$ cat src/hdl/utf8v_pkg.sv
package utf8v_pkg;

	localparam int unsigned ByteW = 8;
	localparam int unsigned CpW   = 21;
	localparam int unsigned CntW  = 2;

	// Code point bounds
	localparam logic [CpW-1:0] CpTab        = 21'h00009;
	localparam logic [CpW-1:0] CpLf         = 21'h0000A;
	localparam logic [CpW-1:0] CpCr         = 21'h0000D;
	localparam logic [CpW-1:0] CpCtrlEnd    = 21'h00020;
	localparam logic [CpW-1:0] CpC1Lo       = 21'h0007F;
	localparam logic [CpW-1:0] CpC1Hi       = 21'h0009F;
	localparam logic [CpW-1:0] CpMin3       = 21'h00800;
	localparam logic [CpW-1:0] CpMin4       = 21'h10000;
	localparam logic [CpW-1:0] CpSurLo      = 21'h0D800;
	localparam logic [CpW-1:0] CpSurHi      = 21'h0DFFF;
	localparam logic [CpW-1:0] CpNcMask     = 21'h0FFFE;
	localparam logic [CpW-1:0] CpNcLo       = 21'h0FDD0;
	localparam logic [CpW-1:0] CpNcHi       = 21'h0FDEF;
	localparam logic [CpW-1:0] CpPlaneLimit = 21'hF0000;
	localparam logic [CpW-1:0] CpZwLo       = 21'h0200B;
	localparam logic [CpW-1:0] CpZwHi       = 21'h0200F;
	localparam logic [CpW-1:0] CpBidiLo     = 21'h0202A;
	localparam logic [CpW-1:0] CpBidiHi     = 21'h0202E;

	// Continuation counts of multi-byte sequences
	localparam logic [CntW-1:0] ContNone  = 2'd0;
	localparam logic [CntW-1:0] ContOne   = 2'd1;
	localparam logic [CntW-1:0] ContTwo   = 2'd2;
	localparam logic [CntW-1:0] ContThree = 2'd3;

	typedef struct packed {
		logic [CntW-1:0] pend;
		logic [CntW-1:0] seqlen;
		logic [CpW-1:0]  acc;
		logic            err;
	} utf8v_state_t;

	localparam utf8v_state_t StateIdle = '{pend: ContNone, seqlen: ContNone,
		acc: '0, err: 1'b0};

endpackage

$ cat src/hdl/utf8v_cpcheck.sv
module utf8v_cpcheck
	import utf8v_pkg::*;
(
	input  logic [CpW-1:0]  cp,
	input  logic [CntW-1:0] conts,
	output logic            ok
);

	always_comb begin
		priority if (conts == ContTwo && cp < CpMin3) begin
			ok = 1'b0;
		end else if (conts == ContThree && cp < CpMin4) begin
			ok = 1'b0;
		end else if (cp == CpTab || cp == CpLf || cp == CpCr) begin
			ok = 1'b1;
		end else if (cp < CpCtrlEnd || (cp >= CpC1Lo && cp <= CpC1Hi)) begin
			ok = 1'b0;
		end else if (cp >= CpSurLo && cp <= CpSurHi) begin
			ok = 1'b0;
		end else if ((cp & CpNcMask) == CpNcMask) begin
			ok = 1'b0;
		end else if (cp >= CpNcLo && cp <= CpNcHi) begin
			ok = 1'b0;
		end else if (cp >= CpPlaneLimit) begin
			ok = 1'b0;
		end else if (cp >= CpZwLo && cp <= CpZwHi) begin
			ok = 1'b0;
		end else if (cp >= CpBidiLo && cp <= CpBidiHi) begin
			ok = 1'b0;
		end else begin
			ok = 1'b1;
		end
	end

endmodule

$ cat src/hdl/utf8v_step.sv
module utf8v_step
	import utf8v_pkg::*;
(
	input  utf8v_state_t     cur,
	input  logic [ByteW-1:0] b,
	output utf8v_state_t     nxt,
	output logic             verdict
);

	logic [CpW-1:0]  acc_shift;
	logic [CntW-1:0] pend_dec;
	logic [CpW-1:0]  chk_cp;
	logic [CntW-1:0] chk_conts;
	logic            chk_ok;

	assign acc_shift = {cur.acc[CpW-7:0], b[5:0]};
	assign pend_dec  = cur.pend - ContOne;

	// Check the completed code point: the assembled value mid-sequence, else the ASCII byte.
	assign chk_cp    = (cur.pend != ContNone) ? acc_shift : {{(CpW-ByteW){1'b0}}, b};
	assign chk_conts = (cur.pend != ContNone) ? cur.seqlen : ContNone;

	utf8v_cpcheck u_cpcheck (
		.cp    (chk_cp),
		.conts (chk_conts),
		.ok    (chk_ok)
	);

	always_comb begin
		nxt = cur;
		priority if (cur.pend != ContNone) begin
			if (b[7:6] != 2'b10) begin
				// drop the broken sequence
				nxt     = StateIdle;
				nxt.err = 1'b1;
			end else begin
				nxt.acc  = acc_shift;
				nxt.pend = pend_dec;
				if (pend_dec == ContNone) begin
					nxt.err    = cur.err | ~chk_ok;
					nxt.seqlen = ContNone;
					nxt.acc    = '0;
				end
			end
		end else if (!b[7]) begin
			nxt.err = cur.err | ~chk_ok;
		end else if (b[7:1] == 7'b1100000) begin
			nxt.err = 1'b1;
		end else if (b[7:5] == 3'b110) begin
			nxt.pend   = ContOne;
			nxt.seqlen = ContOne;
			nxt.acc    = {{(CpW-5){1'b0}}, b[4:0]};
		end else if (b[7:4] == 4'b1110) begin
			nxt.pend   = ContTwo;
			nxt.seqlen = ContTwo;
			nxt.acc    = {{(CpW-4){1'b0}}, b[3:0]};
		end else if (b[7:3] == 5'b11110) begin
			nxt.pend   = ContThree;
			nxt.seqlen = ContThree;
			nxt.acc    = {{(CpW-3){1'b0}}, b[2:0]};
		end else begin
			nxt.err = 1'b1;
		end
	end

	assign verdict = ~nxt.err & (nxt.pend == ContNone);

endmodule

$ cat src/hdl/utf8_text_validator.sv
// Streaming UTF-8 text checker. Feed a string one byte per request on the input
// channel and mark its final byte with last_byte; exactly one result request
// follows per string, with text_valid high when every code point decoded cleanly
// and passed the text rules (no overlong forms, no controls other than tab, line
// feed and carriage return, no C1, surrogates, noncharacters, U+F0000 and above,
// or the listed zero-width and bidi marks) and no sequence was left truncated.
// Bytes without last_byte produce nothing. Throughput is one byte per clock
// unless a last byte waits as below: the decode step is combinational between
// the input register and the state and result registers. An accepted last byte
// goes first to the input register, then to the result register. A last byte
// waits in the input register only while the result register holds a result that
// has not been taken; other bytes never wait. After each last byte the decoder
// returns to its idle state for the next string.
module utf8_text_validator
	import utf8v_pkg::*;
(
	input  logic             clk,
	input  logic             arst_n,
	input  logic             in_valid,
	output logic             in_stall,
	input  logic [ByteW-1:0] data_byte,
	input  logic             last_byte,
	output logic             out_valid,
	input  logic             out_stall,
	output logic             text_valid
);

	// Input register stage
	logic             valid_s1;
	logic [ByteW-1:0] byte_s1;
	logic             last_s1;

	// Decoder state and result register
	utf8v_state_t state_q;
	utf8v_state_t state_nxt;
	logic         verdict;
	logic         out_valid_q;
	logic         text_valid_q;

	logic out_free;
	logic adv_s1;
	logic accept;

	// The result slot is free when empty or being drained this cycle.
	assign out_free = ~out_valid_q | ~out_stall;
	// Only a last byte needs the result slot; other bytes always advance.
	assign adv_s1   = valid_s1 & (~last_s1 | out_free);
	assign in_stall = valid_s1 & ~adv_s1;
	assign accept   = in_valid & ~in_stall;

	always_ff @(posedge clk or negedge arst_n) begin
		if (!arst_n) begin
			valid_s1 <= 1'b0;
		end else if (!valid_s1 || adv_s1) begin
			valid_s1 <= in_valid;
		end
	end

	// Load the payload only on an accepted request; hold otherwise.
	always_ff @(posedge clk) begin
		if (accept) begin
			byte_s1 <= data_byte;
			last_s1 <= last_byte;
		end
	end

	utf8v_step u_step (
		.cur     (state_q),
		.b       (byte_s1),
		.nxt     (state_nxt),
		.verdict (verdict)
	);

	// Advance the decoder per byte; return to idle at the end of each string.
	always_ff @(posedge clk or negedge arst_n) begin
		if (!arst_n) begin
			state_q <= StateIdle;
		end else if (adv_s1) begin
			state_q <= last_s1 ? StateIdle : state_nxt;
		end
	end

	always_ff @(posedge clk or negedge arst_n) begin
		if (!arst_n) begin
			out_valid_q <= 1'b0;
		end else if (adv_s1 && last_s1) begin
			out_valid_q <= 1'b1;
		end else if (!out_stall) begin
			out_valid_q <= 1'b0;
		end
	end

	always_ff @(posedge clk) begin
		if (adv_s1 && last_s1) begin
			text_valid_q <= verdict;
		end
	end

	assign out_valid  = out_valid_q;
	assign text_valid = text_valid_q;

endmodule
$ cat config.mk
export PLATFORM = sky130hd
export DESIGN_NAME = utf8_text_validator
export DESIGN_NICKNAME = d
export VERILOG_FILES = /design/src/hdl/utf8v_pkg.sv /design/src/hdl/utf8v_cpcheck.sv /design/src/hdl/utf8v_step.sv /design/src/hdl/utf8_text_validator.sv
export SDC_FILE = /design/constraint.sdc
export NUM_CORES = 1
export LEC_CHECK = 0
export BUFFER_PORTS_ARGS = -buffer_cell sky130_fd_sc_hd__buf_2
export CAP_MARGIN = 20
export CELL_PAD_IN_SITES_DETAIL_PLACEMENT = 1
export CELL_PAD_IN_SITES_GLOBAL_PLACEMENT = 1
export CORE_UTILIZATION = 44
export CTS_BUF_LIST = sky130_fd_sc_hd__clkbuf_16
export DETAILED_ROUTE_END_ITERATION = 12
export HOLD_SLACK_MARGIN = 0.03
export PLACE_DENSITY_LB_ADDON = 0.1
export SLEW_MARGIN = 0
export SYNTH_ARGS = -nofsm -noshare
export SYNTH_HDL_FRONTEND = slang
export SYNTH_HIERARCHICAL = 1
export SYNTH_SLANG_ARGS = --single-unit
$ cat constraint.sdc
create_clock -name clk -period 3.5 [get_ports clk]
set_clock_uncertainty 0.05 [all_clocks]
set_input_delay 0.7 -clock clk [delete_from_list [all_inputs] [get_ports clk]]
set_output_delay 0.7 -clock clk [all_outputs]
set_load 0.1 [all_outputs]
== After elaboration in Yosys (flattened, before gate mapping) ==
Cells that the tools add are included.
Operators by class
  $mul: 0
  equal/unequal tests: 14
  divide/modulo/power cells: 0
  shifts and indexed selects: 0
  add/sub/neg operators: 1
  bitwise logic cells: 14
  muxes and demuxes: 28
  order comparisons: 14
  reduce and logical (&&, ||, !) cells: 20
Operator list (count)
  $mux W25: 5
  $mux W26: 3
  $eq A21 B4 Y1 const B: 3
  $ge A21 B14 Y1 const B: 2
  $ge A21 B16 Y1 const B: 2
  $le A21 B14 Y1 const B: 2
  $le A21 B16 Y1 const B: 2
  $mux W24: 1
  $ge A21 B20 Y1 const B: 1
  $ge A21 B7 Y1 const B: 1
  $le A21 B8 Y1 const B: 1
  $lt A21 B12 Y1 const B: 1
  $lt A21 B17 Y1 const B: 1
  $lt A21 B6 Y1 const B: 1
  $mux W21: 1
  $mux W1: 17
  $eq A15 B15 Y1 const B: 1
  $logic_and A1 B1 Y1: 8
  $eq A7 B7 Y1 const B: 1
  $not A1 Y1: 7
  $eq A5 B5 Y1 const B: 1
  $reduce_and A5 Y1: 1
  $reduce_bool A5 Y1: 1
  $and A1 B1 Y1: 4
  16 further kinds: 23
Storage, ports and cells
  input bits: 13
  memory bits (writable): 0
  logic and storage cells: 100
  memory bits (read-only): 0
  bits in latches: 0
  register bits after elaboration: 32
  output and inout bits: 3
  memories kept: 0

== Longest topological paths before layout ==
Gate-level depths: netlist (run 1).
  word-level depth: 21
  depth in mapped cells: 16
  mapped depth without buffers: 14

== Modules after synthesis ==
Netlist (run 1), hierarchy kept.
Modules (own cells, without submodules)
  utf8_text_validator: times used 1, cells an instance 168, sequential area each 1001.0 um^2, area an instance 1888.1 um^2
  utf8v_step: times used 1, cells an instance 94, sequential area each 0.0 um^2, area an instance 681.9 um^2
  utf8v_cpcheck: times used 1, cells an instance 37, sequential area each 0.0 um^2, area an instance 257.7 um^2

== Worst setup path before layout (run 1) ==
No wires, ideal clock.
  path kind: register to register
  from: reg state_q[24] in the netlist's numbering
  to: reg text_valid_q (netlist: text_valid), data pin
  setup time: 0.170 ns
  arrival: 3.295 ns
  stages on the path, launching flop included: 15
  setup slack: -0.015 ns
  clock period less this slack: 3.515 ns
  path through: dfrtp_1 inv_1 ha_1 buf_2 clkbuf_1 clkbuf_1 o21ai_0 nor4b_2 or3b_2 a311oi_1 o21bai_2 nand2b_1 a31oi_1 a311o_1 nor4_2
RTL lines
  start, declared: RTL line utf8_text_validator.sv:34  | utf8v_state_t state_q;
  start signal, assigned: RTL line utf8_text_validator.sv:77  | state_q <= StateIdle;
  start signal, assigned: RTL line utf8_text_validator.sv:79  | state_q <= last_s1 ? StateIdle : state_nxt;
  end signal, assigned: RTL line utf8_text_validator.sv:95  | text_valid_q <= verdict;
  end, declared: RTL line utf8_text_validator.sv:38  | logic text_valid_q;

==> impl_metrics.yaml, run 1 <==
floorplanning:
  dieArea_mm2: 0.00593
  fp-row-count: 26
  die_width_um: 77
  initial_core_util: 0.470
  core-area_mm2: 0.00527
  dieHeight_um: 77
  ios: 16
yosys:
  ys_warn_count: 6
  netlist_area_mm2: 0.00247
  synth_area_per_cell_um2: 9.41
  syn_inst: 263
  syn-num-nets: 278
clock_network:
  tritoncts: "done"
  cts_made_buffers: 5
  clock_sinks: 32
  holdBufCountCts: 0
  clk_pin_slew_ns: 0.05
  cts.root.buffer_cell: "clkbuf_16"
  h-tree-depth: 2
  clkLatencyLatePin_ns: 0.28
  clk_path_buf_depth: 2
worst_setup_path:
  crit_arrival_ns: 3.39
  required_ns: 3.55
  crit_chain: "inv_1 -> ha_2 -> buf_6 -> nor2b_1 -> nor4_4 -> nand4_1 -> or3_1 -> a311oi_1 -> o21bai_2 -> nand2b_1 -> a31oi_1 -> a311o_1 -> nor4_2"
  cp_max_fo: 16
  cp_num_buf_inv: 2
  path_class: "register to register"
  cp-start-kind: "register"
  critPathTopFamily: "simple AND/OR/NAND/NOR gates"
  slowest_delay_ns: 0.40
  crit_slowest_cell: "dfrtp_1"
  endpoint_kind: "register"
finish:
  regArea_um2: 851
  multi_input_area_mm2: 0.00133
  diodes: 0
  finalNetCount: 283
  drive_gt1_frac: 0.197
  post_layout_nonfiller_instances: 339
  fin_util: 0.493
  fillerInstances: 632
  area_growth_pct: 5.06
global_routing:
  grt_max_degree: 43
  grt_pass1_vias: 2079
  grt_overflow_total: 0
  antenna_found_initial: 0
  grt_pass1_wl_mm: 10.6
  grtUsageTotal: 0.226
flow_run:
  maxCapViolCount: 0
hold_path:
  hp-class: "input pin to async pin"
timing:
  timing.final.crit_share: 0.954
  tns_ns: 0
  finalHoldViolCount: 0
  setup_slack_ns: 0.161
  min_period_ns: 3.34
  setup_violations: 0
  final_max_slew_viol_count: 0
  slew-limit-headroom: 0.567
  tightest_slew_ns: 0.644
  fmax_mhz: 300
status:
  outcome: "finished, final reports clean"
pwr:
  pwr-share-comb: 0.317
  p_int_uw: 843
  clock_power_share: 0.317
  seq_power_share: 0.366
  p_leak_nw: 1.07
  p_sw_uw: 446
  p_per_area_mw_per_mm2: 496
  max-vdd-ir-drop_mv: 0.246
  swShare: 0.346
detailed_routing:
  dr.pass1.iters: 4
  routed_via_density: 5.99
  initialDrtViolationCount: 72
  routed_wl_mm: 6.39
  vias: 2029
  routedWlPerCell_um: 18.8
  antenna_left: 0
  drc: 0
placement:
  dp_hpwl_mm: 4.35
  io_buffers: 15
  dp_slack_ns: 0.153
  numPlacedInstances: 329
  place_congestion: 0.858
[timing repair]
item,CTS,global route
endpoints found under the setup margin,0,1
resized for setup,0,2
setup buffers,0,2
[worst register-to-register path, stage by stage, from the launching register on]
cell      delay, ns
dfrtp_1        0.40
inv_1          0.09
ha_2           0.21
buf_6          0.17
nor2b_1        0.11
nor4_4         0.33
nand4_1        0.16
or3_1          0.37
a311oi_1       0.28
o21bai_2       0.17
nand2b_1       0.12
a31oi_1        0.08
a311o_1        0.36
nor4_2         0.26
[layer usage]
metal  global-route usage  wire length [µm]
met5                    0                 0
met4               0.0396                10
met3               0.0393               140
met2                0.398              3280
met1                0.291              2950
[power by group through the flow]
stage	Clock, mW	Sequential, mW	Combinational (mW)
3_5_place_dp	0	0.478	0.387
3_3_place_gp	0	0.478	0.382
2_1_floorplan	0	0.482	0.319
5_1_grt	0.435	0.476	0.447
4_1_cts	0.419	0.472	0.392
6_report	0.408	0.472	0.409
[cell usage in the layout, fill, tap and decap left out, drive strengths merged, types with 2 or more instances in the layout]
| master | instances |
|---|---|
| nor4 | 3 |
| nand3 | 25 |
| a22o | 12 |
| o21ai | 8 |
| nand4 | 26 |
| nand3b | 21 |
| inv | 11 |
| o22ai | 2 |
| nand2 | 6 |
| a21oi | 5 |
| or3b | 2 |
| buf | 26 |
| or3 | 2 |
| clkbuf | 5 |
| dfrtp | 22 |
| nor2 | 10 |
| and2 | 2 |
| nand2b | 23 |
| edfxtp | 10 |
| ha | 2 |
| nor3b | 2 |
| nor3 | 2 |
| a32o | 3 |
| nor2b | 15 |
[worst paths after layout]
check | slack [ns] | cells after the start | from | to
max in group asynchronous | 2.69 | 1 | arst_n | state_q[25]$_DFFE_PN0P_
min reg2reg | 0.48 | 2 | state_q[24]$_DFFE_PN0P_ | state_q[24]$_DFFE_PN0P_
min in group clk | 0.48 | 2 | state_q[24]$_DFFE_PN0P_ | state_q[24]$_DFFE_PN0P_
max | 0.16 | 13 | state_q[25]$_DFFE_PN0P_ | text_valid$_DFFE_PP_
min | 0.35 | 1 | arst_n | state_q[15]$_DFFE_PN0P_
max reg2reg | 0.16 | 13 | state_q[25]$_DFFE_PN0P_ | text_valid$_DFFE_PP_
[stage by stage]
step	power (mW)	instance area, µm²	hold WS, ns
global placement	0.860	2440	0.451
detailed placement	0.865	2440	0.464
CTS	1.28	2580	0.370
finish	1.29	2600	0.350
global route	1.36	2600	0.389
floorplan	0.801	2480	0.354
[flip-flops by register name, indices dropped and copies added (netlist names)]
register and flops:
out_valid 1, byte_s1 8, text_valid 1, state_q 20
last_s1 1, valid_s1 1
[area by class of cell]
class	instances	area share
Clock buffer	5	0.0481
Clock inverter	3	0.00433
Inverter	9	0.0130
Multi-Input combinational cell	194	0.512
Sequential cell	32	0.327
Tap cell	70	0.0337
Timing Repair Buffer	26	0.0621
Note: power is estimated with default switching activity, not from simulation.
==> run 2, diff against run 1 <==
--- a/config.mk
+++ b/config.mk
@@ -9,6 +9,7 @@
 export CAP_MARGIN = 20
 export CELL_PAD_IN_SITES_DETAIL_PLACEMENT = 1
 export CELL_PAD_IN_SITES_GLOBAL_PLACEMENT = 1
+export CORE_MARGIN = 2
 export CORE_UTILIZATION = 44
 export CTS_BUF_LIST = sky130_fd_sc_hd__clkbuf_16
 export DETAILED_ROUTE_END_ITERATION = 12
==> run 2 against run 1 <==
Net effect:
- flip-flop and latch count stayed put
- non-clock buffer count stayed put
- largest cell class unchanged
- fmax is 5.1% higher
- critical path depth is 2 lower
- critical endpoint unchanged
- sequential power is 0.8% lower
==> impl_metrics.yaml, run 2 (same netlist as run 1, synthesis figures left out) <==
clock_network:
  clk_pin_slew_ns: 0.05
  clk_path_buf_depth: 2
  cts_made_buffers: 5
  h-tree-depth: 2
  clock_sinks: 32
  clkLatencyLatePin_ns: 0.27
  tritoncts: "done"
  holdBufCountCts: 0
  cts.root.buffer_cell: "clkbuf_16"
global_routing:
  grt_util_met1: 0.279
  use_met2: 0.373
  top_usage_layer: "met2"
  grt_max_degree: 43
  antenna_found_initial: 0
  grt_use_met3: 0.0330
  grt_pass1_vias: 2086
  grt_overflow_total: 0
  grtUsageTotal: 0.215
  grt_pass1_wl_mm: 10.6
placement:
  dp_hpwl_mm: 4.35
  io_buffers: 15
  place_congestion: 0.838
worst_setup_path:
  required_ns: 3.55
  endpoint_kind: "register"
  startpoint: "state_q[24]$_DFFE_PN0P_"
  r2r_cells: 11
  crit_path_end: "text_valid$_DFFE_PP_"
  reg2reg_slack_ns: 0.32
  cp_max_fo: 4
  path_class: "register to register"
  crit_arrival_ns: 3.22
  r2r-end: "text_valid$_DFFE_PP_"
  rr_startpoint: "state_q[24]$_DFFE_PN0P_"
  cp-start-kind: "register"
hold_path:
  hp-class: "input pin to async pin"
timing:
  fin_hold_ws_ns: 0.348
  slew-limit-headroom: 0.602
  tightest_slew_ns: 0.591
  setup_violations: 0
  fmax_mhz: 315
  min_period_ns: 3.18
  finalHoldViolCount: 0
  tns_ns: 0
  final_max_slew_viol_count: 0
  rsz0062_at_grt: "false"
  timing.final.crit_share: 0.908
floorplanning:
  die_width_um: 79
  dieHeight_um: 79
  initial_core_util: 0.452
  fp-row-count: 27
  dieArea_mm2: 0.00624
  core-area_mm2: 0.00547
  ios: 16
detailed_routing:
  antenna_left: 0
  routed_via_density: 6.09
  drc: 0
  initialDrtViolationCount: 98
  routed_wl_mm: 6.31
  routedWlPerCell_um: 18.5
  dr.pass1.iters: 4
  vias: 2075
finish:
  fin_util: 0.476
  regMostFlops: "state_q"
  final_common_cell: "nand4_1"
  diodes: 0
  final_cell_mix: "nand4_1, nand3_1, nand2b_1"
  largest_reg_flops: 20
  drive_gt1_frac: 0.201
  biggestRegsByFlops: "state_q x20, byte_s1 x8"
  area_growth_pct: 5.21
  finalNetCount: 283
flow_run:
  maxCapViolCount: 0
pwr:
  max-vdd-ir-drop_mv: 0.249
  p_per_area_mw_per_mm2: 492
  p_total_mw: 1.28
  p_leak_nw: 1.07
status:
  outcome: "finished, final reports clean"
## run 2: worst min path at each step
stage               slack (ns)  cells after the start                      end                     from
floorplan                 0.35                      0    out_valid$_DFFE_PN0P_                   arst_n
global placement          0.45                      2  state_q[23]$_DFFE_PN0P_  state_q[23]$_DFFE_PN0P_
detailed placement        0.47                      2   state_q[0]$_DFFE_PN0P_   state_q[0]$_DFFE_PN0P_
CTS                       0.37                      1  state_q[11]$_DFFE_PN0P_                   arst_n
global route              0.39                      1  state_q[11]$_DFFE_PN0P_                   arst_n
finish                    0.35                      1  state_q[11]$_DFFE_PN0P_                   arst_n
## run 2: through the flow
stage	setup WS (ns)	instances	cell area, µm²
finish	0.324	341	2600
global route	0.0813	341	2600
CTS	0.145	339	2580
detailed placement	0.164	331	2440
global placement	0.301	331	2440
floorplan	0.0835	263	2480
## run 2: power by group
group          internal [mW]  total (mW)  switching [mW]
Clock                  0.257       0.412           0.155
Combinational          0.161       0.402           0.241
Sequential             0.425       0.468          0.0427
## run 2: metal layers
layer	share of wire	up-vias
li1	-	985
met1	0.45	1049
met2	0.51	30
met3	0.022	11
met4	0.021	0
met5	0	-
## run 2: worst max-delay path: stages, from the launching register on
cell and delay [ns]:
dfrtp_1 0.40, inv_1 0.09, ha_2 0.21, mux2_2 0.37
nor4b_2 0.29, or3b_2 0.49, a311oi_1 0.22, o21bai_2 0.17
nand2b_1 0.12, a31oi_1 0.08, a311o_1 0.36, nor4_2 0.15
## run 2: cell type report
cell class	count	area (µm²)
Clock inverter	3	12.5
Inverter	9	33.8
Clock buffer	5	125
Timing Repair Buffer	26	161
Sequential cell	32	851
Multi-Input combinational cell	194	1330
Tap cell	72	90.1
Fill cell	653	2870
## run 2: what timing repair did
item | in CTS | in global routing
gates resized for setup | 0 | 3
setup endpoints to repair | 0 | 2
setup buffers | 0 | 2
